===== src/sv/dnap_pkg.sv =====
package dnap_pkg;

  localparam logic [1:0] PH_IDLE       = 2'd0;
  localparam logic [1:0] PH_PART_START = 2'd1;
  localparam logic [1:0] PH_AFTER_ZERO = 2'd2;
  localparam logic [1:0] PH_DIGITS     = 2'd3;

  localparam logic [1:0] RX_DEC = 2'd0;
  localparam logic [1:0] RX_OCT = 2'd1;
  localparam logic [1:0] RX_HEX = 2'd2;

  localparam logic [2:0] ST_OK         = 3'd0;
  localparam logic [2:0] ST_BAD_CHAR   = 3'd1;
  localparam logic [2:0] ST_MANY_PARTS = 3'd2;
  localparam logic [2:0] ST_AREA_RANGE = 3'd3;
  localparam logic [2:0] ST_NODE_RANGE = 3'd4;

  localparam logic CFG_AREA_LIMIT = 1'b0;
  localparam logic CFG_NODE_LIMIT = 1'b1;

  localparam logic [5:0] AREA_LIMIT_RESET = 6'd63;
  localparam logic [9:0] NODE_LIMIT_RESET = 10'd1023;

  localparam logic [7:0] CH_NUL    = 8'h00;
  localparam logic [7:0] CH_TAB    = 8'h09;
  localparam logic [7:0] CH_CR     = 8'h0d;
  localparam logic [7:0] CH_SPACE  = 8'h20;
  localparam logic [7:0] CH_DOT    = 8'h2e;
  localparam logic [7:0] CH_ZERO   = 8'h30;
  localparam logic [7:0] CH_NINE   = 8'h39;
  localparam logic [7:0] CH_UP_A   = 8'h41;
  localparam logic [7:0] CH_UP_F   = 8'h46;
  localparam logic [7:0] CH_UP_X   = 8'h58;
  localparam logic [7:0] CH_LO_A   = 8'h61;
  localparam logic [7:0] CH_LO_F   = 8'h66;
  localparam logic [7:0] CH_LO_X   = 8'h78;

  typedef struct packed {
    logic        emit;
    logic [2:0]  status;
    logic [15:0] address;
  } step_res_t;

endpackage


===== src/sv/dnap_step.sv =====
module dnap_step #(
  parameter int ACC_WIDTH = 32,
  parameter int OFF_LIMIT = 255
) (
  input  logic [7:0]           char_code,
  input  logic                 first_char,
  input  logic [1:0]           phase,
  input  logic [1:0]           radix,
  input  logic [ACC_WIDTH-1:0] acc,
  input  logic [15:0]          first_part,
  input  logic                 parts_seen,
  input  logic [7:0]           char_offset,
  input  logic [5:0]           area_limit,
  input  logic [9:0]           node_limit,
  output logic [1:0]           phase_nxt,
  output logic [1:0]           radix_nxt,
  output logic [ACC_WIDTH-1:0] acc_nxt,
  output logic [15:0]          first_part_nxt,
  output logic                 parts_seen_nxt,
  output logic [7:0]           char_offset_nxt,
  output dnap_pkg::step_res_t  res
);

  localparam logic [7:0] OFF_MAX = 8'(OFF_LIMIT);

  logic                 active;
  logic                 consumed;
  logic                 is_x;
  logic                 dig_ok;
  logic [3:0]           dig;
  logic                 is_stop;
  logic [ACC_WIDTH-1:0] acc_scaled;
  logic [15:0]          part;

  always_comb begin
    phase_nxt       = phase;
    radix_nxt       = radix;
    acc_nxt         = acc;
    first_part_nxt  = first_part;
    parts_seen_nxt  = parts_seen;
    char_offset_nxt = char_offset;
    res             = '0;
    active          = 1'b1;
    consumed        = 1'b0;
    dig_ok          = 1'b0;
    dig             = '0;
    acc_scaled      = '0;
    part            = '0;

    is_x    = (char_code == dnap_pkg::CH_LO_X) || (char_code == dnap_pkg::CH_UP_X);
    is_stop = (char_code == dnap_pkg::CH_NUL) || (char_code == dnap_pkg::CH_SPACE) ||
              ((char_code >= dnap_pkg::CH_TAB) && (char_code <= dnap_pkg::CH_CR));

    if (first_char) begin
      phase_nxt       = dnap_pkg::PH_PART_START;
      radix_nxt       = dnap_pkg::RX_DEC;
      acc_nxt         = '0;
      first_part_nxt  = '0;
      parts_seen_nxt  = 1'b0;
      char_offset_nxt = '0;
    end else if (phase == dnap_pkg::PH_IDLE) begin
      active = 1'b0;
    end else if (char_offset < OFF_MAX) begin
      char_offset_nxt = char_offset + 8'd1;
    end

    if (active) begin
      if (phase_nxt == dnap_pkg::PH_PART_START) begin
        if (char_code == dnap_pkg::CH_ZERO) begin
          radix_nxt = dnap_pkg::RX_OCT;
          phase_nxt = dnap_pkg::PH_AFTER_ZERO;
          consumed  = 1'b1;
        end else begin
          radix_nxt = dnap_pkg::RX_DEC;
          phase_nxt = dnap_pkg::PH_DIGITS;
          if (is_x) begin
            radix_nxt = dnap_pkg::RX_HEX;
            consumed  = 1'b1;
          end
        end
      end else if (phase_nxt == dnap_pkg::PH_AFTER_ZERO) begin
        phase_nxt = dnap_pkg::PH_DIGITS;
        if (is_x) begin
          radix_nxt = dnap_pkg::RX_HEX;
          consumed  = 1'b1;
        end
      end

      if ((char_code >= dnap_pkg::CH_ZERO) && (char_code <= dnap_pkg::CH_NINE)) begin
        dig_ok = 1'b1;
        dig    = 4'(char_code - dnap_pkg::CH_ZERO);
      end else if (radix_nxt == dnap_pkg::RX_HEX) begin
        if ((char_code >= dnap_pkg::CH_LO_A) && (char_code <= dnap_pkg::CH_LO_F)) begin
          dig_ok = 1'b1;
          dig    = 4'(char_code - dnap_pkg::CH_LO_A + 8'd10);
        end else if ((char_code >= dnap_pkg::CH_UP_A) && (char_code <= dnap_pkg::CH_UP_F)) begin
          dig_ok = 1'b1;
          dig    = 4'(char_code - dnap_pkg::CH_UP_A + 8'd10);
        end
      end

      case (radix_nxt)
        dnap_pkg::RX_HEX: acc_scaled = acc_nxt << 4;
        dnap_pkg::RX_OCT: acc_scaled = acc_nxt << 3;
        default:          acc_scaled = (acc_nxt << 3) + (acc_nxt << 1);
      endcase

      part = acc_nxt[15:0];

      if (!consumed) begin
        if (dig_ok) begin
          acc_nxt = acc_scaled + {{(ACC_WIDTH-4){1'b0}}, dig};
        end else if (char_code == dnap_pkg::CH_DOT) begin
          if (parts_seen_nxt) begin
            res.emit   = 1'b1;
            res.status = dnap_pkg::ST_MANY_PARTS;
          end else begin
            first_part_nxt = part;
            parts_seen_nxt = 1'b1;
            acc_nxt        = '0;
            radix_nxt      = dnap_pkg::RX_DEC;
            phase_nxt      = dnap_pkg::PH_PART_START;
          end
        end else begin
          res.emit = 1'b1;
          if (!is_stop) begin
            res.status = dnap_pkg::ST_BAD_CHAR;
          end else if (!parts_seen_nxt) begin
            if ((part == 16'd0) || (part > {10'd0, area_limit})) begin
              res.status = dnap_pkg::ST_AREA_RANGE;
            end else begin
              res.status  = dnap_pkg::ST_OK;
              res.address = part;
            end
          end else if ((first_part_nxt == 16'd0) ||
                       (first_part_nxt > {10'd0, area_limit})) begin
            res.status = dnap_pkg::ST_AREA_RANGE;
          end else if ((part == 16'd0) || (part > {6'd0, node_limit})) begin
            res.status = dnap_pkg::ST_NODE_RANGE;
          end else begin
            res.status  = dnap_pkg::ST_OK;
            res.address = {first_part_nxt[5:0], part[9:0]};
          end
        end
      end

      if (res.emit) begin
        phase_nxt = dnap_pkg::PH_IDLE;
      end
    end
  end

endmodule


===== src/sv/decnet_address_text_parser_core.sv =====
// path: an accepted stop character is held in the input register, then the parse step
// writes its result word into the result register
// throughput: one character per cycle, one parse step each, when output not stalled
// reset: synchronous active-low rst_n clears the parse state to idle, empties both
// registers and sets area_limit to 63 and node_limit to 1023
module decnet_address_text_parser_core #(
  parameter int MAX_LEN   = 255,
  parameter int ACC_WIDTH = 32
) (
  input  logic        clk,
  input  logic        rst_n,
  input  logic        in_tvalid,
  output logic        in_tready,
  input  logic [7:0]  in_tdata,   // char_code[7:0]
  input  logic [0:0]  in_tuser,   // first_char[0]
  output logic        out_tvalid,
  input  logic        out_tready,
  output logic [23:0] out_tdata,  // address[15:0], stop_offset[23:16]
  output logic [2:0]  out_tuser,  // status[2:0]
  input  logic        cfg_valid,
  output logic        cfg_ready,
  input  logic [0:0]  cfg_index,
  input  logic [9:0]  cfg_data
);

  localparam int OFF_LIMIT = (MAX_LEN < 255) ? MAX_LEN : 255;

  logic                 in_valid_r;
  logic [7:0]           in_char_r;
  logic                 in_first_r;
  logic                 proc_fire;

  logic [5:0]           area_limit_r;
  logic [9:0]           node_limit_r;

  logic [1:0]           phase_r, phase_nxt;
  logic [1:0]           radix_r, radix_nxt;
  logic [ACC_WIDTH-1:0] acc_r, acc_nxt;
  logic [15:0]          first_part_r, first_part_nxt;
  logic                 parts_seen_r, parts_seen_nxt;
  logic [7:0]           char_offset_r, char_offset_nxt;
  dnap_pkg::step_res_t  res;

  logic                 out_valid_r;
  logic [2:0]           out_status_r;
  logic [15:0]          out_addr_r;
  logic [7:0]           out_off_r;

  assign proc_fire = in_valid_r && (!out_valid_r || out_tready);
  assign in_tready = !in_valid_r || proc_fire;
  assign cfg_ready = 1'b1;

  always_ff @(posedge clk) begin
    if (!rst_n) begin
      in_valid_r <= 1'b0;
    end else if (in_tready) begin
      in_valid_r <= in_tvalid;
    end
  end

  always_ff @(posedge clk) begin
    if (in_tready && in_tvalid) begin
      in_char_r  <= in_tdata;
      in_first_r <= in_tuser[0];
    end
  end

  always_ff @(posedge clk) begin
    if (!rst_n) begin
      area_limit_r <= dnap_pkg::AREA_LIMIT_RESET;
      node_limit_r <= dnap_pkg::NODE_LIMIT_RESET;
    end else if (cfg_valid) begin
      unique case (cfg_index[0])
        dnap_pkg::CFG_AREA_LIMIT: area_limit_r <= cfg_data[5:0];
        dnap_pkg::CFG_NODE_LIMIT: node_limit_r <= cfg_data;
        default: ;
      endcase
    end
  end

  dnap_step #(
    .ACC_WIDTH (ACC_WIDTH),
    .OFF_LIMIT (OFF_LIMIT)
  ) u_step (
    .char_code       (in_char_r),
    .first_char      (in_first_r),
    .phase           (phase_r),
    .radix           (radix_r),
    .acc             (acc_r),
    .first_part      (first_part_r),
    .parts_seen      (parts_seen_r),
    .char_offset     (char_offset_r),
    .area_limit      (area_limit_r),
    .node_limit      (node_limit_r),
    .phase_nxt       (phase_nxt),
    .radix_nxt       (radix_nxt),
    .acc_nxt         (acc_nxt),
    .first_part_nxt  (first_part_nxt),
    .parts_seen_nxt  (parts_seen_nxt),
    .char_offset_nxt (char_offset_nxt),
    .res             (res)
  );

  always_ff @(posedge clk) begin
    if (!rst_n) begin
      phase_r       <= dnap_pkg::PH_IDLE;
      radix_r       <= dnap_pkg::RX_DEC;
      acc_r         <= '0;
      first_part_r  <= '0;
      parts_seen_r  <= 1'b0;
      char_offset_r <= '0;
    end else if (proc_fire) begin
      phase_r       <= phase_nxt;
      radix_r       <= radix_nxt;
      acc_r         <= acc_nxt;
      first_part_r  <= first_part_nxt;
      parts_seen_r  <= parts_seen_nxt;
      char_offset_r <= char_offset_nxt;
    end
  end

  always_ff @(posedge clk) begin
    if (!rst_n) begin
      out_valid_r <= 1'b0;
    end else if (proc_fire && res.emit) begin
      out_valid_r <= 1'b1;
    end else if (out_tready) begin
      out_valid_r <= 1'b0;
    end
  end

  always_ff @(posedge clk) begin
    if (proc_fire && res.emit) begin
      out_status_r <= res.status;
      out_addr_r   <= res.address;
      out_off_r    <= char_offset_nxt;
    end
  end

  assign out_tvalid = out_valid_r;
  assign out_tdata  = {out_off_r, out_addr_r};
  assign out_tuser  = out_status_r;

endmodule


===== config.mk =====
export PLATFORM = sky130hd
export DESIGN_NAME = decnet_address_text_parser_core
export DESIGN_NICKNAME = d
export VERILOG_FILES = /design/src/sv/dnap_pkg.sv /design/src/sv/dnap_step.sv /design/src/sv/decnet_address_text_parser_core.sv
export SDC_FILE = /design/constraint.sdc
export NUM_CORES = 1
export LEC_CHECK = 0
export ABC_AREA = 1
export CORE_MARGIN = 4
export CORE_UTILIZATION = 60
export DETAILED_ROUTE_END_ITERATION = 10
export DONT_BUFFER_PORTS = 1
export GPL_TIMING_DRIVEN = 0
export PLACE_DENSITY = 0.76
export SLEW_MARGIN = 15
export SYNTH_ARGS = -nofsm -noshare
export SYNTH_HDL_FRONTEND = slang
export SYNTH_SLANG_ARGS = --single-unit

===== constraint.sdc =====
create_clock -name clk -period 5.9 [get_ports clk]
set_input_delay 0.59 -clock clk [delete_from_list [all_inputs] [get_ports clk]]
set_output_delay 0.59 -clock clk [all_outputs]
set_load 0.01 [all_outputs]

======== Word level (Yosys, flattened, before mapping) ========
Cells that the tools add are included.
W data, S select, Z words.
storage, ports and cells
  bits in registers ....................... 115
  bits in latches ......................... 0
  memory bits (writable) .................. 0
  ROM bits ................................ 0
  input port bits ......................... 25
  output and inout bits ................... 30
  word-level logic and storage cells ...... 148
  memories ................................ 0
operators by class
  add/subtract/negate cells ............... 8
  $mul .................................... 0
  divide/modulo/power cells ............... 0
  $lt $le $gt $ge ......................... 12
  equal/unequal tests ..................... 9
  shift-type cells ........................ 0
  multiplexer cells ....................... 79
  bitwise logic cells ..................... 1
  reduce and logical (&&, ||, !) cells .... 24
operators by type and width
  kind                   count
  $mux W32               7
  $mux W16               11
  $mux W20               4
  $pmux W32 S2           1
  $mux W2                22
  $add A32 B32 Y32       1
  $add A32 B4 Y32        1
  $gt A16 B6 Y1          2
  $logic_not A16 Y1      2
  $mux W4                7
  $eq A8 B6 Y1 const B   3
  $mux W8                3
  $mux W1                20
  $mux W19               1
  $eq A8 B7 Y1 const B   2
  $ge A8 B7 Y1 const B   2
  $gt A16 B10 Y1         1
  $le A8 B7 Y1 const B   2
  $sub A4 B1 Y4 const B  3
  $mux W3                3
  $add A4 B4 Y4 const B  2
  $add A8 B1 Y8 const B  1
  $ge A8 B4 Y1 const B   1
  $ge A8 B6 Y1 const B   1
  13 further kinds       30

======== Logic depth before layout (Yosys ltp) ========
  word-level depth ........................ 16
  depth in mapped cells ................... 32
  depth with buffers taken out ............ 31

======== Hierarchy ========
Synthesis repeated with hierarchy kept, for this count alone.
second synthesis, totals
  cells, all modules ...................... 1775
  area, all modules ....................... 10740.3 um2
modules (own cells, without submodules)
  module                           instances  cells an instance  area each (um2)  sequential area each (um2)
  dnap_step                        1          1249               6257.3           0.0
  decnet_address_text_parser_core  1          526                4483.0           2662.6

======== Worst setup path after synthesis ========
OpenSTA, ideal clock, no wires.
  path kind ............................... reg-to-reg
  start ................................... reg in_char_r[0]
  end ..................................... reg acc_r[15]
  setup time .............................. 0.133 ns
  arrival ................................. 4.224 ns
  required time ........................... 5.767 ns
  setup slack ............................. 1.542 ns
  stages on the path, launching flop included .. 32
  path buffers ............................ 1
  period minus slack after synthesis ...... 4.358 ns
  cell sequence ........................... edfxtp_1 -> inv_1 -> ha_1 -> nand2_1 -> inv_1 -> nand4_1 -> nand3_1 -> o21ai_0 -> inv_1 -> ha_1 -> inv_1 -> nor4_1 -> nand3_1 -> nand2_1 -> buf_2 -> nand2_1 -> nor2_1 -> inv_1 -> fa_1 -> or2_2 -> nand2_1 -> nand3_1 -> a21oi_2 -> nand3_1 -> nor2_2 -> nand2_1 -> nor2_1 -> nand3_1 -> nand3_1 -> nand2_1 -> nand2_1 -> a21oi_2
on the way
  word-level cells in the longest chain between the ends .. 14
  elaborated cells on any way between the ends .. 49
  classes of those cells .................. add/sub: 6; order compare: 6; eq/ne: 6; mux: 27; reduce/logical: 4
ends and longest elaborated chain
  item                                                                      line                                    text
  from (decl)                                                               decnet_address_text_parser_core.sv:29   logic [7:0] in_char_r;
  from (signal assigned)                                                    decnet_address_text_parser_core.sv:63   in_char_r <= in_tdata;
  parallel branches: the longest is 12 deep, another holds $add A32 B4 Y32  n/a
  $mux W32 *                                                                dnap_step.sv:110                        if (!consumed) begin
  $mux W32 *                                                                dnap_step.sv:67                         if (active) begin
  to (signal assigned)                                                      decnet_address_text_parser_core.sv:115  acc_r <= acc_nxt;
  to (decl)                                                                 decnet_address_text_parser_core.sv:38   logic [ACC_WIDTH-1:0] acc_r, acc_nxt;
Mark *: on every way between the ends. The select of a mux whose other input is x is not followed.
A chain may end at the register's enable or synchronous reset.

======== Final worst setup path ========
Same ends and word-level chain as after synthesis.

==> out/qor.yml <==
io_pins: 55
die_h_um: 117
fp.coreArea_um2: 11500
slew_viol_final: 0
p_seq_share_pct: 47.5
synth_top_area_share_pct: 17.8
synthMuxAreaShare_pct: 0
cpMostUsedCell: "nand2_1"
ys_seq_elements: 99
cts.path.max_buffers: 2
yosysWarnings: 0
crit_type: "flip-flop to flip-flop"
via_count: 6840
fmax_mhz: 188
setup_tns_ns: 0
synth_area_um2: 7070
first_pass_iters: 5
p_per_area_nw_per_um2: 213
rsz0062_at_grt: "no"
antenna_found_initial: 0
die-area_um2: 13600
synth.yosys.seq_area_share_pct: 33.1
gr-usage-all-layers_pct: 28.6
synth_compound_gate_area_share_pct: 19.4
cts_num_sinks: 99
max_slew.worst_pin.slew_ns: 0.944
cellInternalPower_uw: 1160
port_buffers: 0
final_util_pct: 66.0
maxCapViolCount: 0
fillerInstances: 1014
grt_pass1_vias: 6127
drcViolationCount: 0
syn_nets: 1058
synth-main-ff-cell: "dfxtp_1"
die_w_um: 117
yosysTopAreaCell: "dfxtp_1"
crit_slowest_cell: "edfxtp_1"
pwr-share-comb_pct: 15.2
finalNetCount: 1069
p_sw_share_pct: 28.2
layout-drive-gt1-share_pct: 9.32
synth_edf_count: 36
initial_core_util_pct: 61.7
hold_viol: 0
cts_tree: "built"
synth-simple-area-share_pct: 29.2
drtIter0Drc: 800
synth_area_leaders: "dfxtp_1, edfxtp_1, nand2_1"
synth_fa_ha_area_share_pct: 7.18
p_leak_uw: 0.00332
clock_skew_ns: 0.0100
slew_headroom_pct: 36.8
async_flop_share_pct: 0
worstPathRequired_ns: 6.12
synth_top_family_by_area: "simple AND/OR/NAND/NOR gates"
routed_via_density: 5.94
postSynthAreaPerCell_um2: 7.12
ant_nets: 0
syn_to_final_growth_pct: 7.04
outcome: "completed"
finalSetupViolCount: 0
ctsHtreeMaxLevel: 3
pwr-share-clk_pct: 37.3
cts_buffers: 9
timing.final.crit_period_ns: 5.31
period_share_pct: 90.0
hold_path.class: "primary input to flip-flop"
antennaDiodeCount: 0
grt_max_degree: 29
rows: 39
wl_per_cell_um: 16.6
grt_overflow: 0
crit_fanout: 10
p_switching_uw: 454
peakVddDrop_mv: 0.283
place_congestion: 0.993
wl_mm: 19.1
cp-end-kind: "flip-flop"
grt_pass1_wl_mm: 30.2
dpl.hpwl_mm: 14.6
max_stage_delay_ns: 0.44
root_buffer: "clkbuf_16"
ys_types: 57
cp_data_arrival_time_ns: 5.53
synthCells: 993
synth_xor_area_share_pct: 0.495
critPathLaunchType: "flip-flop"
clk_pin_slew_ns: 0.07
clk_latency_ns: 0.36
registers in the layout, indices dropped and copies added (netlist names), 6 cells and up:
register,flops
acc_r,16
area_limit_r,6
char_offset_r,8
first_part_r,16
in_char_r,8
node_limit_r,10
out_addr_r,16
out_off_r,8
worst max-delay path: cells and delay by family, from the launching register on:
kind | cells | cell delay [ns]
buf+inv | 6 | 0.86
compound gates | 3 | 0.40
simple gates | 19 | 2.57
fa+ha+maj | 3 | 0.91
flops | 1 | 0.44
path summary, 6_finish.rpt:
kind,start,end,slack (ns),cells past startpoint
hold reg to reg,acc_r[11],acc_r[11],0.47,2
setup reg to reg,in_char_r[0],acc_r[15],0.59,31
setup / recovery,in_char_r[0],acc_r[15],0.59,31
hold / removal,in_tdata[2],in_char_r[2],0.33,0
cell usage after synthesis, types with 6 or more instances:
master,number
nand2_1,203
inv_1,140
nor2_1,84
a21oi_1,82
nand3_1,81
dfxtp_1,63
ha_1,39
o21ai_0,39
edfxtp_1,36
o211ai_1,24
nand4_1,18
clkbuf_1,16
a221oi_1,14
a31oi_1,11
nor3_2,11
buf_2,10
a22oi_1,9
inv_2,9
nand2_2,9
nor2_2,9
nand3_2,8
nor3_1,7
a211oi_1,6
power groups by stage:
stage          combinational, µW  clock, µW  sequential [µW]
2_1_floorplan                182          0              775
3_3_place_gp                 233          0              780
3_5_place_dp                 238          0              780
4_1_cts                      239        602              765
5_1_grt                      275        629              769
6_report                     245        601              765
cell families after synthesis:
family	count (synthesis)
other cells	1
compound gates	217
flops	99
simple gates	445
xor+xnor	4
buf+inv	187
fa+ha+maj	40
cell type report:
cell class / count / area (µm²) / share of cell area [%]
clock inverter: 5 / 60.1 / 0.794
tap: 143 / 179 / 2.36
sequential: 99 / 2340 / 30.9
buffer: 33 / 161 / 2.13
inverter: 154 / 586 / 7.74
clock buffer: 11 / 243 / 3.21
multi-input combinational: 707 / 4000 / 52.8
per-layer routing:
metal	global-route usage [%]	part of all wire, %	up-vias
li1	-	-	3395
met4	10.0	2.7	0
met3	7.05	8.8	41
met1	38.6	44	3082
met5	0	0	-
met2	44.7	44	322
placed cells by master, fill, tap and decap left out, drive strengths merged, types with 2 or more instances in the layout:
cell type	count
xor2	4
nor3	18
o22ai	2
a22oi	9
a211oi	6
nand4	18
dfxtp	63
o211ai	25
nor2	96
nor4	5
clkbuf	28
o21ai	42
nand3	90
a21oi	87
clkinv	6
a21boi	2
buf	16
nand2	213
a31oi	11
inv	151
edfxtp	36
o221ai	5
a21o	2
a221oi	14
ha	39
or2	3
o21bai	3
stage by stage:
stage	worst slack [ns]	hold WS [ns]	power [µW]	cells	area (µm²)
CTS	0.683	0.323	1610	1152	7560
floorplan	1.54	0.445	956	993	7070
finish	0.590	0.325	1610	1152	7570
detailed placement	0.731	0.455	1020	1136	7260
global route	0.0398	0.314	1670	1152	7570
global placement	0.748	0.454	1010	1136	7250
timing repair:
item	in CTS	in global routing
resized for setup	0	2
hold buffers	0	0
buffers inserted	0	0
endpoints found under the setup margin	0	3
hold endpoints to repair	0	0
No activity file was read; power rests on OpenSTA's default activity.
